### src/hw/rtl/ysfm_pkg.sv
`default_nettype none

package ysfm_pkg;

	// Fixed field widths
	localparam int SMP_W  = 12;
	localparam int CHAN_W = 3;
	localparam int MODE_W = 2;
	localparam int LED_W  = 3;
	localparam int THR_W  = 13;
	localparam int PCT_W  = 7;
	localparam int CFG_W  = 12;
	localparam int CFG_IDX_W = 3;

	// Module parameter defaults
	localparam int NUM_CHANNELS_DEF = 8;
	localparam int COUNT_BITS_DEF   = 16;

	// Full-scale sample and percentage scale
	localparam logic [SMP_W-1:0] SMP_FULL = {SMP_W{1'b1}};
	localparam int PCT_FULL = 100;

	// Measure threshold offsets per band
	localparam logic [THR_W-1:0] OFF_LOW  = THR_W'(5);
	localparam logic [THR_W-1:0] OFF_MID  = THR_W'(8);
	localparam logic [THR_W-1:0] OFF_HIGH = THR_W'(10);

	// Operating modes
	typedef enum logic [MODE_W-1:0] {
		MODE_CAL     = 2'd0,
		MODE_CAL_RST = 2'd1,
		MODE_MEASURE = 2'd2,
		MODE_EVAL    = 2'd3
	} mode_t;

	// Indicator codes
	localparam logic [LED_W-1:0] LED_OK    = 3'd0;
	localparam logic [LED_W-1:0] LED_LIGHT = 3'd1;
	localparam logic [LED_W-1:0] LED_HEAVY = 3'd2;
	localparam logic [LED_W-1:0] LED_FLAW  = 3'd3;
	localparam logic [LED_W-1:0] LED_TORN  = 3'd4;
	localparam logic [LED_W-1:0] LED_OOC   = 3'd5;

	// Configuration register indexes
	localparam logic [CFG_IDX_W-1:0] REG_FLAW  = 3'd0;
	localparam logic [CFG_IDX_W-1:0] REG_HEAVY = 3'd1;
	localparam logic [CFG_IDX_W-1:0] REG_LIGHT = 3'd2;
	localparam logic [CFG_IDX_W-1:0] REG_TORN  = 3'd3;
	localparam logic [CFG_IDX_W-1:0] REG_MID   = 3'd4;
	localparam logic [CFG_IDX_W-1:0] REG_HIGH  = 3'd5;

	typedef struct packed {
		logic [SMP_W-1:0] flaw_level;
		logic [SMP_W-1:0] heavy_dirt_level;
		logic [SMP_W-1:0] light_dirt_level;
		logic [PCT_W-1:0] torn_percent;
		logic [SMP_W-1:0] mid_band_level;
		logic [SMP_W-1:0] high_band_level;
	} cfg_t;

	typedef struct packed {
		logic [MODE_W-1:0] mode;
		logic [CHAN_W-1:0] channel;
		logic [SMP_W-1:0]  sample;
		logic              out_of_circuit;
	} item_t;

	typedef struct packed {
		logic [LED_W-1:0] led_code;
		logic             flaw_flag;
		logic             heavy_dirt_flag;
		logic             light_dirt_flag;
		logic             torn_flag;
		logic [SMP_W-1:0] span;
		logic [THR_W-1:0] perturb_threshold;
	} result_t;

endpackage

`default_nettype wire

### src/hw/rtl/yarn_sensor_fault_monitor.sv
`default_nettype none

// Channel   Handshake                 Payload
// item      item_valid / item_stall   item (item_t)
// result    result_valid / result_stall  result (result_t)
// config    cfg_we                    cfg_index, cfg_data
//
// One item per cycle sustained while the result side does not stall; each
// item is held in the update stage, then its result is registered in the
// output register. The per-channel state memory is read when an item is
// taken, updated in the update stage and written back as that stage advances,
// with a bypass of the write that lands in the same cycle as the read. Reset
// clears the per-entry valid bits at once (no clearing pass) and loads the
// register defaults. A stalled result holds the output register, and the update stage stalls behind it.

module yarn_sensor_fault_monitor import ysfm_pkg::*; #(
	parameter int NUM_CHANNELS = NUM_CHANNELS_DEF,
	parameter int COUNT_BITS   = COUNT_BITS_DEF
) (
	input  wire logic                 clk,
	input  wire logic                 arst_n,
	input  wire logic                 item_valid,
	output logic                      item_stall,
	input  wire item_t                item,
	output logic                      result_valid,
	input  wire logic                 result_stall,
	output result_t                   result,
	input  wire logic                 cfg_we,
	input  wire logic [CFG_IDX_W-1:0] cfg_index,
	input  wire logic [CFG_W-1:0]     cfg_data
);

	localparam int CH_IDX = (NUM_CHANNELS > 1) ? $clog2(NUM_CHANNELS) : 1;
	localparam int CH_W   = (CH_IDX > CHAN_W) ? CH_IDX : CHAN_W;
	localparam int DATA_W = 4 * SMP_W + 2 * COUNT_BITS;

	cfg_t              cfg_q;
	item_t             item_s1;
	logic              valid_s1;
	logic              in_range_s1;
	logic [CH_IDX-1:0] idx_s1;
	logic              res_valid_q;
	result_t           res_q;

	logic              accept;
	logic              adv_s1;
	logic [CH_W-1:0]   ch_ext;
	logic              in_range;
	logic [DATA_W-1:0] entry, entry_nxt;
	result_t           upd_result;

	// Configuration writes
	always_ff @(posedge clk or negedge arst_n) begin
		if (!arst_n) begin
			cfg_q.flaw_level       <= SMP_W'(100);
			cfg_q.heavy_dirt_level <= SMP_W'(500);
			cfg_q.light_dirt_level <= SMP_W'(1300);
			cfg_q.torn_percent     <= PCT_W'(10);
			cfg_q.mid_band_level   <= SMP_W'(900);
			cfg_q.high_band_level  <= SMP_W'(1500);
		end else if (cfg_we) begin
			case (cfg_index)
				REG_FLAW:  cfg_q.flaw_level       <= cfg_data[SMP_W-1:0];
				REG_HEAVY: cfg_q.heavy_dirt_level <= cfg_data[SMP_W-1:0];
				REG_LIGHT: cfg_q.light_dirt_level <= cfg_data[SMP_W-1:0];
				REG_TORN:  cfg_q.torn_percent     <= cfg_data[PCT_W-1:0];
				REG_MID:   cfg_q.mid_band_level   <= cfg_data[SMP_W-1:0];
				REG_HIGH:  cfg_q.high_band_level  <= cfg_data[SMP_W-1:0];
				default: begin
				end
			endcase
		end
	end

	// Handshake: advance the update stage when the output register frees up
	assign adv_s1     = valid_s1 && (!res_valid_q || !result_stall);
	assign item_stall = valid_s1 && !adv_s1;
	assign accept     = item_valid && !item_stall;

	assign ch_ext   = CH_W'(item.channel);
	assign in_range = {1'b0, ch_ext} < (CH_W + 1)'(NUM_CHANNELS);

	always_ff @(posedge clk or negedge arst_n) begin
		if (!arst_n) begin
			valid_s1 <= 1'b0;
		end else if (accept) begin
			valid_s1 <= 1'b1;
		end else if (adv_s1) begin
			valid_s1 <= 1'b0;
		end
	end

	// Hold the item while its state is read
	always_ff @(posedge clk) begin
		if (accept) begin
			item_s1     <= item;
			in_range_s1 <= in_range;
			idx_s1      <= ch_ext[CH_IDX-1:0];
		end
	end

	ysfm_state_ram #(
		.DEPTH  (NUM_CHANNELS),
		.IDX_W  (CH_IDX),
		.DATA_W (DATA_W)
	) u_ram (
		.clk     (clk),
		.arst_n  (arst_n),
		.rd_en   (accept),
		.rd_idx  (ch_ext[CH_IDX-1:0]),
		.wr_en   (adv_s1 && in_range_s1),
		.wr_idx  (idx_s1),
		.wr_data (entry_nxt),
		.rd_data (entry)
	);

	ysfm_update #(
		.COUNT_BITS (COUNT_BITS),
		.DATA_W     (DATA_W)
	) u_update (
		.item      (item_s1),
		.in_range  (in_range_s1),
		.cfg       (cfg_q),
		.entry     (entry),
		.entry_nxt (entry_nxt),
		.result    (upd_result)
	);

	// Output register
	always_ff @(posedge clk or negedge arst_n) begin
		if (!arst_n) begin
			res_valid_q <= 1'b0;
		end else if (adv_s1) begin
			res_valid_q <= 1'b1;
		end else if (!result_stall) begin
			res_valid_q <= 1'b0;
		end
	end

	always_ff @(posedge clk) begin
		if (adv_s1) begin
			res_q <= upd_result;
		end
	end

	assign result_valid = res_valid_q;
	assign result       = res_q;

endmodule

`default_nettype wire

### src/hw/rtl/ysfm_state_ram.sv
`default_nettype none

module ysfm_state_ram import ysfm_pkg::*; #(
	parameter int DEPTH = NUM_CHANNELS_DEF,
	parameter int IDX_W = 3,
	parameter int DATA_W = 4 * SMP_W + 2 * COUNT_BITS_DEF
) (
	input  wire logic              clk,
	input  wire logic              arst_n,
	input  wire logic              rd_en,
	input  wire logic [IDX_W-1:0]  rd_idx,
	input  wire logic              wr_en,
	input  wire logic [IDX_W-1:0]  wr_idx,
	input  wire logic [DATA_W-1:0] wr_data,
	output logic      [DATA_W-1:0] rd_data
);

	logic [DATA_W-1:0] mem [DEPTH];
	logic [DEPTH-1:0]  vld_q;
	logic [DATA_W-1:0] rd_q;
	logic              rd_vld_q;
	logic              byp_q;
	logic [DATA_W-1:0] byp_data_q;

	// Write port; mark entry as holding real data
	always_ff @(posedge clk) begin
		if (wr_en) begin
			mem[wr_idx] <= wr_data;
		end
	end

	always_ff @(posedge clk or negedge arst_n) begin
		if (!arst_n) begin
			vld_q <= '0;
		end else if (wr_en) begin
			vld_q[wr_idx] <= 1'b1;
		end
	end

	// Registered read; catch a write to the same entry in the same cycle
	always_ff @(posedge clk) begin
		if (rd_en) begin
			rd_q       <= mem[rd_idx];
			rd_vld_q   <= vld_q[rd_idx];
			byp_q      <= wr_en && (wr_idx == rd_idx);
			byp_data_q <= wr_data;
		end
	end

	// Unwritten entries read as zero
	always_comb begin
		if (byp_q) begin
			rd_data = byp_data_q;
		end else if (rd_vld_q) begin
			rd_data = rd_q;
		end else begin
			rd_data = '0;
		end
	end

endmodule

`default_nettype wire

### src/hw/rtl/ysfm_update.sv
`default_nettype none

module ysfm_update import ysfm_pkg::*; #(
	parameter int COUNT_BITS = COUNT_BITS_DEF,
	parameter int DATA_W = 4 * SMP_W + 2 * COUNT_BITS
) (
	input  wire item_t             item,
	input  wire logic              in_range,
	input  wire cfg_t              cfg,
	input  wire logic [DATA_W-1:0] entry,
	output logic      [DATA_W-1:0] entry_nxt,
	output result_t                result
);

	localparam int PROD_W = COUNT_BITS + PCT_W;
	localparam logic [COUNT_BITS-1:0] CNT_MAX = {COUNT_BITS{1'b1}};

	logic [SMP_W-1:0]      max_v, min_v, span_v, cal_v;
	logic [COUNT_BITS-1:0] scnt_v, pcnt_v;
	logic [SMP_W-1:0]      max_n, min_n, span_n, cal_n;
	logic [COUNT_BITS-1:0] scnt_n, pcnt_n;
	logic [SMP_W-1:0]      trk_max, trk_min, trk_sp, trk_span;
	logic [THR_W-1:0]      thr;
	logic [COUNT_BITS-1:0] scnt_inc, pcnt_inc;
	logic [PROD_W-1:0]     pcnt_scaled, scnt_scaled;
	logic                  torn;
	logic [SMP_W-1:0]      s;

	assign s = item.sample;
	assign {max_v, min_v, span_v, cal_v, scnt_v, pcnt_v} = entry;

	// Track extremes and the widest span
	always_comb begin
		trk_max  = (s > max_v) ? s : max_v;
		trk_min  = (s < min_v) ? s : min_v;
		trk_sp   = trk_max - trk_min;
		trk_span = (trk_sp > span_v) ? trk_sp : span_v;
	end

	// Band-dependent measure threshold
	always_comb begin
		if (s <= cfg.mid_band_level) begin
			thr = {1'b0, cal_v} + OFF_LOW;
		end else if (s <= cfg.high_band_level) begin
			thr = {1'b0, cal_v} + OFF_MID;
		end else begin
			thr = {1'b0, cal_v} + OFF_HIGH;
		end
	end

	// Saturating counts and exact torn ratio test
	assign scnt_inc    = (scnt_v == CNT_MAX) ? scnt_v : scnt_v + 1'b1;
	assign pcnt_inc    = (pcnt_v == CNT_MAX) ? pcnt_v : pcnt_v + 1'b1;
	assign pcnt_scaled = PROD_W'(pcnt_v) * PROD_W'(PCT_FULL);
	assign scnt_scaled = PROD_W'(cfg.torn_percent) * PROD_W'(scnt_v);
	assign torn        = pcnt_scaled < scnt_scaled;

	always_comb begin
		max_n  = max_v;
		min_n  = min_v;
		span_n = span_v;
		cal_n  = cal_v;
		scnt_n = scnt_v;
		pcnt_n = pcnt_v;
		result = '0;
		case (mode_t'(item.mode))
			MODE_CAL: begin
				max_n  = trk_max;
				min_n  = trk_min;
				span_n = trk_span;
				cal_n  = trk_span;
				result.span = trk_sp;
			end
			MODE_CAL_RST: begin
				max_n  = '0;
				min_n  = SMP_FULL;
				cal_n  = (span_v > cal_v) ? span_v : cal_v;
				span_n = '0;
			end
			MODE_MEASURE: begin
				max_n  = trk_max;
				min_n  = trk_min;
				span_n = trk_span;
				scnt_n = scnt_inc;
				if ({1'b0, trk_sp} > thr) begin
					pcnt_n = pcnt_inc;
				end
				result.span = trk_sp;
				result.perturb_threshold = thr;
			end
			MODE_EVAL: begin
				result.span = (min_v > max_v) ? '0 : max_v - min_v;
				if (s <= cfg.flaw_level || s == SMP_FULL) begin
					result.flaw_flag = 1'b1;
					result.led_code  = LED_FLAW;
				end else if (s <= cfg.heavy_dirt_level) begin
					result.heavy_dirt_flag = 1'b1;
					result.led_code        = LED_HEAVY;
				end else if (torn) begin
					result.torn_flag = 1'b1;
					result.led_code  = LED_TORN;
				end else if (s <= cfg.light_dirt_level) begin
					result.light_dirt_flag = 1'b1;
					result.led_code        = LED_LIGHT;
				end else begin
					result.led_code = LED_OK;
				end
				if (item.out_of_circuit) begin
					result.led_code = LED_OOC;
				end
				max_n  = '0;
				min_n  = SMP_FULL;
				scnt_n = '0;
				pcnt_n = '0;
			end
			default: begin
				result = '0;
			end
		endcase
		// Unknown channel: all-zero result
		if (!in_range) begin
			result = '0;
		end
	end

	assign entry_nxt = {max_n, min_n, span_n, cal_n, scnt_n, pcnt_n};

endmodule

`default_nettype wire

### config.mk
export PLATFORM = sky130hd
export DESIGN_NAME = yarn_sensor_fault_monitor
export DESIGN_NICKNAME = d
export VERILOG_FILES = /design/src/hw/rtl/ysfm_pkg.sv /design/src/hw/rtl/yarn_sensor_fault_monitor.sv /design/src/hw/rtl/ysfm_state_ram.sv /design/src/hw/rtl/ysfm_update.sv
export SDC_FILE = /design/constraint.sdc
export NUM_CORES = 1
export LEC_CHECK = 0
export ABC_AREA = 0
export BUFFER_PORTS_ARGS = -buffer_cell sky130_fd_sc_hd__buf_2
export CORE_MARGIN = 3
export CORE_UTILIZATION = 42
export DETAILED_ROUTE_END_ITERATION = 7
export PLACE_DENSITY = 0.54
export SLEW_MARGIN = 20
export SYNTH_ARGS = -nofsm -noshare
export SYNTH_HDL_FRONTEND = slang
export SYNTH_SLANG_ARGS = --single-unit
### constraint.sdc
create_clock -name clk -period 10.7 [get_ports clk]
set_input_delay 2.675 -clock clk [delete_from_list [all_inputs] [get_ports clk]]
set_output_delay 2.675 -clock clk [all_outputs]
set_load 0.03 [all_outputs]
* Yosys cells after proc, flatten, opt, wreduce, memory -nomap -nowiden
Memories as Yosys holds them, arrays and structs flattened. A register that Yosys moved wholly into a read port is not among the register bits. Cells that the tools add are included. Widths: inputs -> output; s select.
Operators by class: add/subtract/negate cells 7, $mul 2, order comparisons 15, eq/ne operators 13, mux-type cells 38, bitwise gates (word level) 2, reductions and logical operators 26
Operators by type and width (count):
- $mux 80 | 2
- $pmux 12 s2 | 5
- $pmux 16 s2 | 2
- $le 12x12->1 | 5
- $mux 12 | 5
- $gt 12x12->1 | 4
- $mux 16 | 3
- $add 16x1->16 const B | 2
- $eq 16x16->1 const B | 2
- $add 12x4->13 const B | 2
- $mux 13 | 2
- $sub 12x12->12 | 2
- $lt 23x23->1 | 1
- $mul 7x16->23 | 1
- $mul 16x5->21 const B | 1
- $add 12x3->13 const B | 1
- $gt 12x13->1 | 1
- $mux 1 | 13
- $eq 12x12->1 const B | 1
- $lt 12x12->1 | 1
- $mux 3 | 4
- $reduce_and 2->1 | 6
- $lt 3x4->1 const B | 2
- $or 8x8->8 | 1
- other kinds (20) | 34
Storage, ports and cells: register bits 209, RAM bits 640, bits of input ports 38, output and inout port bits 34, logic and storage cells 128, memories 1
Memories:
- u_ram.mem | words 8, width 80, read ports 1, clocked after Yosys merged registers in 1, write ports 1, line ysfm_state_ram.sv:18 | logic [DATA_W-1:0] mem [DEPTH];

* Logic depth before layout (Yosys ltp)
Gate-level depths: netlist (run 1).
depth in word-level cells 8, depth in mapped cells 36, gate-level depth less buffers 31

* Modules after synthesis
Synthesis (run 1) repeated with hierarchy kept, for this count alone.
Second synthesis, totals: cells, all modules 3020, area, all modules 46604.7 sq um
By module, submodules not included:
- ysfm_state_ram | times used 1, cells each 1228, area an instance 30407.9 sq um, seq. area each 24283.3 sq um
- ysfm_update | times used 1, cells each 1588, area an instance 11866.4 sq um, seq. area each 0.0 sq um
- yarn_sensor_fault_monitor | times used 1, cells each 204, area an instance 4330.4 sq um, seq. area each 3260.6 sq um

* Worst setup path after synthesis (run 1)
OpenSTA, ideal clock, no wires.
kind input port to flip-flop, start point input result_stall, end point register u_ram.vld_q[1], library setup time 0.099 ns, arrival time 9.787 ns, data required time 10.601 ns, setup slack 0.814 ns, cell stages on the path 6, buffers on the path 0, cells stage by stage nand2_1 > nand2_1 > inv_1 > nand2_1 > nor3_1 > or2_2
On the way: longest elaborated chain between the ends 3
RTL lines:
- from (decl) | line yarn_sensor_fault_monitor.sv:26 | input wire logic result_stall,
- $logic_not 1->1
- $logic_or 1x1->1 | line yarn_sensor_fault_monitor.sv:76 | assign adv_s1 = valid_s1 && (!res_valid_q || !result_stall);
- $logic_and 1x1->1 | line yarn_sensor_fault_monitor.sv:76
- net adv_s1 | line yarn_sensor_fault_monitor.sv:46 | logic adv_s1;
- to (signal assigned) | line ysfm_state_ram.sv:34 | vld_q <= '0;
- to (signal, indexed assignment) | line ysfm_state_ram.sv:36 | vld_q[wr_idx] <= 1'b1;
- to (decl) | line ysfm_state_ram.sv:19 | logic [DEPTH-1:0] vld_q;
The timed path passes the listed nets, and every way through them passes these cells. A chain may end at the register's enable or synchronous reset.

* Worst setup path in the final report (run 1)
start point register u_ram.rd_vld_q, end point register res_q, in the netlist result[29], data pin
On the way: longest elaborated chain between the ends 8, elaborated cells on any way between the ends 9, classes of those cells 2 x mul; 1 x order compare; 6 x mux
RTL lines:
- from (decl) | line ysfm_state_ram.sv:21 | logic rd_vld_q;
- from (signal assigned) | line ysfm_state_ram.sv:44 | rd_vld_q <= vld_q[rd_idx];
- $mux 80 (*) | line ysfm_state_ram.sv:54 | end else if (rd_vld_q) begin
- $mux 80 (*) | line ysfm_state_ram.sv:52 | if (byp_q) begin
- $mul 16x5->21 / $mul 7x16->23 (equally long branches) | line ysfm_update.sv:54, ysfm_update.sv:55
- $lt 23x23->1 (*) | line ysfm_update.sv:56 | assign torn = pcnt_scaled < scnt_scaled;
- $mux 3 (*) | line ysfm_update.sv:99 | end else if (torn) begin
- $mux 3 (*) | line ysfm_update.sv:96 | end else if (s <= cfg.heavy_dirt_level) begin
- $mux 3 (*) | line ysfm_update.sv:93 | if (s <= cfg.flaw_level || s == SMP_FULL) begin
- $mux 3 (*) | line ysfm_update.sv:108 | if (item.out_of_circuit) begin
- to (signal assigned) | line yarn_sensor_fault_monitor.sv:142 | res_q <= upd_result;
- to (decl) | line yarn_sensor_fault_monitor.sv:43 | result_t res_q;
Mark *: on every way between the ends. The rest lies on a longest branch, timed or not.

==> flow_metrics.py, run 1 <==
metrics = {
    "global_routing": {
        "grt_usage": 0.205,
        "grt_overflow": 0,
        "grt_pass1_wl_mm": 174,
        "antenna_found_initial": 3,
        "grt_pass1_vias": 27679,
        "grt_max_degree": 78,
    },
    "power_and_ir_drop": {
        "peakVddDrop_mv": 0.153,
        "p_leak_nw": 18.9,
        "total_power_mw": 11.3,
        "cellPowerDensity_mw_per_mm2": 221,
    },
    "timing": {
        "rsz0062_at_grt": "false",
        "post-route-period-util": 0.854,
        "fin_crit_ns": 9.13,
        "setup_viol": 0,
        "fmax_mhz": 109,
        "hold_viol_final": 0,
        "tightest_slew_ns": 1.11,
        "fin_setup_tns_ns": 0,
        "fin_skew_ns": 0.0308,
        "maxSlewViolCount": 0,
        "relSlewSlack": 0.261,
    },
    "synthesis": {
        "netlist_area_mm2": 0.0456,
        "synth_simple_gate_area_share": 0.0680,
        "synth_nets": 3439,
        "synthXorXnorAreaFrac": 0.0140,
        "synth_compound_area_frac": 0.0662,
        "synth_top_family_by_area": "multiplexers",
        "ys_ff_latch": 929,
        "yosysWarnings": 0,
        "synth_cells": 3055,
        "synth_edf_count": 852,
        "ys_seq_area_frac": 0.604,
        "syn_area_per_cell_um2": 14.9,
        "async_flop_share": 0.0829,
        "synthFlopType": "edfxtp_1",
        "yosys.area_share.adder": 0.108,
        "synth.area.mux_share": 0.109,
        "synth_cell_type_count": 81,
    },
    "cts": {
        "clk_pin_slew_ns": 0.06,
        "ctsHoldBuffers": 0,
        "post_cts_resized": 0,
        "tritoncts": "done",
        "clkSinkCount": 929,
        "clk_path_buf_depth": 3,
        "cts_buffers": 97,
        "htree_levels": 3,
        "post_cts_buffers": 0,
        "clk_latency_ns": 0.68,
        "root_buffer": "clkbuf_16",
    },
    "setup_path": {
        "crit_family": "adder cells",
        "worst-path-buf-inv": 6,
        "arrival_ns": 9.51,
        "crit_required_ns": 11.08,
        "max_stage_delay_ns": 0.71,
        "crit_type": "flip-flop to flip-flop",
        "cp-end-kind": "flip-flop",
        "cp_max_fo": 44,
        "r2r_setup_slack_ns": 1.57,
        "cp_slowest_cell": "edfxtp_1",
        "startpoint_type": "flip-flop",
    },
    "die": {
        "fp.dieArea_mm2": 0.113,
        "start_util": 0.425,
        "coreArea_mm2": 0.107,
        "die_x_um": 336,
        "io_pins": 72,
        "fp-row-count": 120,
        "die_h_um": 336,
    },
    "detailed_routing": {
        "vias": 26248,
        "drt.antenna.violating_nets": 0,
        "wl_mm": 114,
        "first_pass_iters": 5,
        "vias_per_cell": 5.63,
        "post-route-drc-count": 0,
        "drtIter0Drc": 1843,
        "wl_per_cell_um": 24.4,
    },
    "finish": {
        "fin_nets": 3561,
        "multiInputGateArea_mm2": 0.0168,
        "area_growth_pct": 11.9,
        "seqCellArea_mm2": 0.0275,
        "fin_util": 0.476,
        "instances_no_fill": 4662,
        "nFillCells": 9176,
        "drive_above_1_share": 0.189,
    },
    "hold_path": {
        "hold_path_class": "flip-flop to flip-flop",
    },
    "flow_run": {
        "cap_violations": 0,
    },
    "place": {
        "io_buffers": 71,
        "hpwl_mm": 73.3,
        "routabilityCongestion": 0.872,
        "dpl.cell_count": 4481,
    },
    "status": {
        "status": "completed",
    },
}
-- worst register-to-register path: cells and delay by family (launching register included) --
family	cells	cell delay, ns
adders and majority gates	6	2.75
DFF	1	0.71
buffers and inverters	6	1.34
and+or+nand+nor	7	1.29
AOI/OAI and AO/OA	11	2.79
-- cells in the mapped netlist, types with 42 or more instances --
cell	n	area [um2]
mux4_2	162	3650
ha_1	264	3300
a22oi_1	54	405
o21ai_0	110	551
nor2_1	108	405
fa_1	82	1640
nor3_1	42	210
a21oi_1	95	475
nand2_1	162	608
edfxtp_1	852	25600
and2_1	51	319
nor2b_1	67	419
mux2_2	115	1290
inv_1	252	946
clkbuf_1	80	300
dfrtp_1	51	1280
-- cells by family after synthesis --
logic type | count (synthesis)
DFF | 929
and+or+nand+nor | 607
AOI/OAI and AO/OA | 457
buffers and inverters | 361
adders and majority gates | 346
muxes | 282
xor gates and xnor gates | 73
-- power breakdown --
group	switching [mW]	leakage (nW)	total, mW	internal, mW
clock	1.41	1.53	3.32	1.91
sequential	0.111	8.78	4.59	4.48
combinational	2.09	8.64	3.35	1.25
-- final cells by class --
| class | count | share of cell area |
|---|---|---|
| clock buffer | 117 | 0.0496 |
| timing repair buffer | 131 | 0.0168 |
| clock inverter | 62 | 0.0119 |
| tap | 1403 | 0.0344 |
| multi-input combinational | 1765 | 0.329 |
| sequential | 929 | 0.540 |
| antenna | 2 | 0.0000980 |
| inverter | 253 | 0.0186 |
-- final timing paths --
kind / start / endpoint / cells past startpoint
min in group asynchronous: arst_n / cfg_q[65] / 1
setup / recovery: u_ram.rd_vld_q / result[29] / 30
max in group asynchronous: arst_n / cfg_q[9] / 1
hold reg to reg: u_ram.vld_q[3] / u_ram.vld_q[3] / 1
setup reg to reg: u_ram.rd_vld_q / result[29] / 30
hold / removal: u_ram.vld_q[3] / u_ram.vld_q[3] / 1
-- sequential cells by signal (all words and copies together) (netlist names) --
| register | count |
|---|---|
| u_ram.byp_data_q | 80 |
| u_ram.rd_q | 80 |
| valid_s1 | 1 |
| result | 32 |
| idx_s1 | 3 |
| result_valid | 1 |
| item_s1 | 15 |
| u_ram.vld_q | 8 |
| cfg_q | 67 |
| u_ram.rd_vld_q | 1 |
| u_ram.byp_q | 1 |
| u_ram.mem | 640 |
-- stage by stage --
stage | worst slack, ns | instance area, um2 | hold slack (ns)
2_1_floorplan | 0.814 | 45600 | 0.434
3_3_place_gp | 1.58 | 47900 | 0.445
3_5_place_dp | 1.25 | 47900 | 0.450
4_1_cts | 1.25 | 51000 | 0.466
5_1_grt | 0.907 | 51000 | 0.483
6_report | 1.57 | 51000 | 0.463
-- layer usage --
| metal | share of wire | vias up | routed length (um) | GRT usage |
|---|---|---|---|---|
| met2 | 0.50 | 593 | 57300 | 0.357 |
| met4 | 0.022 | 2 | 2520 | 0.0511 |
| met5 | 0.000097 | - | 11 | 0 |
| met1 | 0.43 | 13608 | 49400 | 0.272 |
| li1 | - | 11881 | - | - |
| met3 | 0.040 | 164 | 4530 | 0.0282 |
-- placed cells by master (no fill, tap or decap), drive strengths merged, types with 35 or more instances in the layout --
cell type / netlist / layout
a21oi: 95 / 95
a22oi: 55 / 55
and2: 51 / 51
buf: 28 / 131
clkbuf: 80 / 117
clkinv: 0 / 46
dfrtp: 51 / 51
edfxtp: 852 / 852
fa: 82 / 82
ha: 264 / 264
inv: 253 / 258
mux2: 115 / 115
mux4: 162 / 162
nand2: 162 / 162
nand3: 36 / 36
nor2: 108 / 108
nor2b: 68 / 68
nor3: 45 / 45
o21ai: 112 / 112
xnor2: 38 / 38
xor2: 35 / 35
(Power assumes the default switching activity.)
==> inputs of run 2 (changes only) <==
==> constraint.sdc (replaced) <==
create_clock -name clk -period 10.7 [get_ports clk]
set_input_delay 2.14 -clock clk [delete_from_list [all_inputs] [get_ports clk]]
set_output_delay 2.14 -clock clk [all_outputs]
set_load 0.03 [all_outputs]
==> run 2 against run 1 <==
Effect of this change: hold slack lost 0.0024 ns; global-route usage shrank 0.42 points; setup slack worse by 0.076 ns; utilization grew 0.063 points; design area grew 0.13%; routed wire length decreased by 2.3%; total power increased by 0.67%; highest routed layer is now met4; sequential share of layout area shrank 0.071 points; largest cell class unchanged; sequential power hardly changed; final cell count about the same.
==> flow_metrics.py, run 2 (synthesized netlist as in run 1, its figures left out) <==
metrics = {
    "power_and_ir_drop": {
        "switching_share": 0.318,
        "p_sw_mw": 3.60,
        "p_clk_frac": 0.301,
        "pwr-share-seq": 0.406,
        "p_leak_nw": 19.0,
        "peakVddDrop_mv": 0.165,
        "cellPowerDensity_mw_per_mm2": 222,
        "power_frac_comb": 0.293,
        "internal_power_mw": 7.73,
    },
    "finish": {
        "area_growth_pct": 12.1,
        "drive_above_1_share": 0.190,
        "layout_common_cells": "edfxtp_1 (852), ha_1 (264), inv_1 (252), nand2_1 (162), mux4_2 (162)",
        "largest_register_ffs": 640,
        "top_regs": "u_ram.mem x640, u_ram.byp_data_q x80, u_ram.rd_q x80",
        "fin_nets": 3554,
        "instances_no_fill": 4660,
        "fin_area_mm2": 0.0511,
        "layout_commonest_cell": "edfxtp_1",
        "largest-register": "u_ram.mem",
    },
    "die": {
        "coreArea_mm2": 0.107,
        "die_h_um": 336,
        "fp.dieArea_mm2": 0.113,
        "start_util": 0.425,
        "io_pins": 72,
        "die_x_um": 336,
        "fp-row-count": 120,
    },
    "timing": {
        "fmax_mhz": 109,
        "fin_skew_ns": 0.0281,
        "fin_setup_tns_ns": 0,
        "fin_crit_ns": 9.21,
        "maxSlewViolCount": 0,
        "relSlewSlack": 0.293,
        "tightest_slew_ns": 1.06,
        "setup_viol": 0,
        "hold_viol_final": 0,
        "post-route-period-util": 0.861,
        "rsz0062_at_grt": "false",
    },
    "setup_path": {
        "crit_family": "compound AO/OA/AOI/OAI gates",
        "crit_type": "flip-flop to flip-flop",
        "cp-end-kind": "flip-flop",
        "startpoint_type": "flip-flop",
        "cpMostUsedCell": "ha_1",
        "cp_slowest_cell": "a221oi_1",
        "max_stage_delay_ns": 0.87,
        "crit_required_ns": 11.04,
        "worst-path-buf-inv": 3,
        "reg2regPathDepth": 27,
        "cp_max_fo": 27,
        "cp.depth": 27,
        "arrival_ns": 9.55,
    },
    "place": {
        "place_area_mm2": 0.0478,
        "routabilityCongestion": 0.862,
        "io_buffers": 71,
        "hpwl_mm": 71.9,
        "dpl.cell_count": 4472,
    },
    "cts": {
        "cts_buffers": 98,
        "clkSinkCount": 929,
        "ctsHoldBuffers": 0,
        "clk_latency_ns": 0.68,
        "htree_levels": 3,
        "tritoncts": "done",
        "root_buffer": "clkbuf_16",
        "clk_path_buf_depth": 3,
        "clk_pin_slew_ns": 0.06,
        "post_cts_resized": 0,
        "post_cts_buffers": 0,
    },
    "global_routing": {
        "grt_usage": 0.201,
        "grt_max_degree": 105,
        "antenna_found_initial": 2,
        "grt_overflow": 0,
        "grt_pass1_vias": 27600,
        "grt_pass1_wl_mm": 172,
    },
    "detailed_routing": {
        "vias": 26242,
        "wl_per_cell_um": 23.9,
        "first_pass_iters": 7,
        "vias_per_cell": 5.63,
        "drtIter0Drc": 1837,
        "post-route-drc-count": 0,
        "wl_mm": 111,
        "drt.antenna.violating_nets": 0,
    },
    "hold_path": {
        "hold_path_class": "flip-flop to flip-flop",
        "holdPathStages": 1,
    },
    "status": {
        "status": "completed",
    },
    "flow_run": {
        "cap_violations": 0,
    },
}
[run 2: final timing paths]
kind | end | startpoint | slack, ns
worst max-delay path | u_ram.mem[2][42] | u_ram.rd_vld_q | 1.49
min in group asynchronous | cfg_q[44] | arst_n | 1.39
worst min-delay path | u_ram.vld_q[6] | u_ram.vld_q[6] | 0.46
max in group asynchronous | cfg_q[27] | arst_n | 8.67
worst max register to register | u_ram.mem[2][42] | u_ram.rd_vld_q | 1.49
worst min register to register | u_ram.vld_q[6] | u_ram.vld_q[6] | 0.46
[run 2: power by group through the flow]
stage          registers (mW)  clock network (mW)  logic [mW]
2_1_floorplan            4.66                   0        2.32
3_3_place_gp             4.66                   0        3.26
3_5_place_dp             4.67                   0        3.34
4_1_cts                  4.60                3.50        3.37
5_1_grt                  4.62                3.65        3.77
6_report                 4.60                3.41        3.32
[run 2: through the flow]
| stage | util | total power [mW] | worst slack [ns] | hold WS, ns |
|---|---|---|---|---|
| floorplan | - | 6.98 | 1.35 | 0.434 |
| finish | 0.476 | 11.3 | 1.49 | 0.461 |
| global route | 0.476 | 12.0 | 0.787 | 0.485 |
| CTS | 0.476 | 11.5 | 1.52 | 0.462 |
| global placement | 0.445 | 7.92 | 1.97 | 0.445 |
| detailed placement | 0.445 | 8.01 | 1.56 | 0.448 |
[run 2: metal layers]
metal	GRT usage	up-vias	share of wire
li1	-	11867	-
met3	0.0271	145	0.041
met5	0	-	0
met1	0.269	13624	0.44
met4	0.0486	0	0.021
met2	0.348	606	0.50
[run 2: layout make-up]
| cell class | count | area (um2) |
|---|---|---|
| Sequential cell | 929 | 27500 |
| Tap cell | 1403 | 1760 |
| Clock buffer | 113 | 2530 |
| Inverter | 253 | 950 |
| Multi-Input combinational cell | 1765 | 16800 |
| Antenna cell | 1 | 2.50 |
| Timing Repair Buffer | 123 | 800 |
| Fill cell | 9192 | 56200 |
| Clock inverter | 73 | 746 |
==> inputs of run 3 (changes only) <==
--- a/config.mk
+++ b/config.mk
@@ -10,7 +10,8 @@
 export CORE_MARGIN = 3
 export CORE_UTILIZATION = 42
 export DETAILED_ROUTE_END_ITERATION = 7
-export PLACE_DENSITY = 0.54
+export PLACE_DENSITY = 0.63
+export RECOVER_POWER = 100
 export SLEW_MARGIN = 20
 export SYNTH_ARGS = -nofsm -noshare
 export SYNTH_HDL_FRONTEND = slang
==> run 3 against run 2 <==
Effect of this change: the run now ends with max-capacitance violations, max-slew violations left; design area decreased by 1.2%; non-clock buffer count up 6; largest cell class unchanged; critical path depth decreased by 23; hold slack lost 0.0017 ns; critical endpoint is now u_ram.rd_q[53]; largest power group unchanged.
==> flow_metrics.py, run 3 (synthesized netlist as in run 1, its figures left out) <==
metrics = {
    "status": {
        "status": "finished, violations left",
        "failed_checks": "max-capacitance violations, max-slew violations",
    },
    "detailed_routing": {
        "wl_per_cell_um": 22.9,
        "drt.antenna.violating_nets": 0,
        "vias": 26067,
        "drtIter0Drc": 2163,
        "post-route-drc-count": 0,
        "vias_per_cell": 5.61,
        "first_pass_iters": 6,
        "wl_mm": 107,
    },
    "place": {
        "hpwl_mm": 67.2,
        "routabilityCongestion": 0.897,
        "io_buffers": 71,
    },
    "global_routing": {
        "grt_overflow": 0,
        "grt_usage": 0.190,
        "antenna_found_initial": 2,
        "grt_pass1_vias": 26537,
        "grt_pass1_wl_mm": 164,
        "grt_max_degree": 103,
    },
    "hold_path": {
        "min_to": "u_ram.vld_q[6]",
        "hold_start": "u_ram.vld_q[6]",
        "holdPathStages": 1,
        "hold_path_class": "flip-flop to flip-flop",
    },
    "power_and_ir_drop": {
        "peakVddDrop_mv": 0.145,
        "total_power_mw": 11.0,
        "cellPowerDensity_mw_per_mm2": 217,
        "p_leak_nw": 18.5,
    },
    "die": {
        "start_util": 0.425,
        "die_h_um": 336,
        "die_x_um": 336,
        "io_pins": 72,
        "fp.dieArea_mm2": 0.113,
        "fp-row-count": 120,
        "coreArea_mm2": 0.107,
    },
    "timing": {
        "fin_setup_tns_ns": 0,
        "setup_viol": 0,
        "hold_viol_final": 0,
        "post-route-period-util": 0.864,
        "fin_crit_ns": 9.25,
        "maxSlewViolCount": 1178,
        "rsz0062_at_grt": "false",
        "relSlewSlack": -3.34,
        "fin_skew_ns": 0.0228,
        "tightest_slew_ns": 6.51,
        "fmax_mhz": 108,
    },
    "setup_path": {
        "r2r_setup_slack_ns": 1.48,
        "cp_slowest_cell": "clkbuf_1",
        "reg2regPathDepth": 26,
        "crit_type": "primary input to flip-flop",
        "max_stage_delay_ns": 4.33,
        "arrival_ns": 9.63,
        "r2r_start": "u_ram.rd_vld_q",
        "crit_family": "buffers and inverters",
        "cp-end-kind": "flip-flop",
        "r2r-end": "u_ram.byp_data_q[9]",
        "crit_required_ns": 11.08,
        "cp_max_fo": 96,
        "path_cells": "clkbuf_1 > clkbuf_2 > mux4_2 > mux2_2",
        "startpoint_type": "primary input",
        "worst-path-buf-inv": 2,
    },
    "finish": {
        "drive_above_1_share": 0.155,
        "fin_nets": 3553,
        "layout_commonest_cell": "edfxtp_1",
        "largest-register": "u_ram.mem",
        "largest_register_ffs": 640,
        "layout_common_cells": "edfxtp_1 (852), ha_1 (264), inv_1 (252), nand2_1 (162), mux4_2 (162)",
        "area_growth_pct": 10.7,
        "top_regs": "u_ram.mem x640, u_ram.byp_data_q x80, u_ram.rd_q x80",
        "nFillCells": 9228,
    },
    "cts": {
        "clk_path_buf_depth": 3,
        "root_buffer": "clkbuf_16",
        "clk_latency_ns": 0.64,
        "post_cts_buffers": 0,
        "ctsHoldBuffers": 0,
        "post_cts_resized": 0,
        "clkSinkCount": 929,
        "tritoncts": "done",
        "cts_buffers": 91,
        "htree_levels": 3,
        "clk_pin_slew_ns": 0.06,
    },
    "flow_run": {
        "cap_violations": 25,
    },
}
## run 3: how the worst max path moves through the flow
stage                         from               end  slack (ns)  depth (start not counted)
global route        u_ram.rd_vld_q  u_ram.mem[1][42]        0.66                         28
detailed placement  u_ram.rd_vld_q        result[29]        1.58                         28
CTS                 u_ram.rd_vld_q        result[29]        1.59                         28
finish                    item[14]    u_ram.rd_q[53]        1.45                          4
global placement    u_ram.rd_vld_q        result[29]        1.78                         28
floorplan             result_stall    u_ram.vld_q[1]        1.35                          6
## run 3: power breakdown
| group | total, mW | internal (mW) | switching [mW] | leakage, nW |
|---|---|---|---|---|
| Sequential | 4.60 | 4.49 | 0.112 | 8.78 |
| Clock | 3.09 | 1.77 | 1.32 | 1.37 |
| Combinational | 3.28 | 1.24 | 2.04 | 8.35 |
## run 3: cell type report
cell class | instances | area (um2) | area share
Antenna cell | 4 | 10.0 | 0.000198
Clock buffer | 118 | 2460 | 0.0488
Clock inverter | 46 | 412 | 0.00815
Inverter | 253 | 950 | 0.0188
Multi-Input combinational cell | 1765 | 16700 | 0.331
Sequential cell | 929 | 27500 | 0.546
Tap cell | 1403 | 1760 | 0.0348
Timing Repair Buffer | 129 | 622 | 0.0123
## run 3: worst reg2reg max path: cells and delay by family (launching register included)
family,cells,cell delay (ns)
simple gates,6,2.38
compound gates,12,2.74
flops,1,0.58
xor+xnor,1,0.51
buf+inv,4,1.60
fa+ha+maj,3,1.06
## run 3: metrics by stage
| stage | worst slack [ns] | std cells | cell area (um2) | utilization | hold WS (ns) |
|---|---|---|---|---|---|
| 2_1_floorplan | 1.35 | 3055 | 45600 | - | 0.434 |
| 3_3_place_gp | 1.78 | 4478 | 47800 | 0.446 | 0.449 |
| 3_5_place_dp | 1.58 | 4478 | 47800 | 0.446 | 0.447 |
| 4_1_cts | 1.59 | 4642 | 50700 | 0.472 | 0.461 |
| 5_1_grt | 0.665 | 4643 | 50500 | 0.470 | 0.481 |
| 6_report | 1.45 | 4647 | 50500 | 0.470 | 0.459 |
## run 3: per-layer routing
metal,wire (um),share of wire,vias to the layer above,track usage
li1,-,-,11853,-
met4,1720,0.016,0,0.0392
met1,47200,0.44,13413,0.267
met2,51600,0.48,677,0.318
met3,5980,0.056,124,0.0277
met5,0,0,-,0
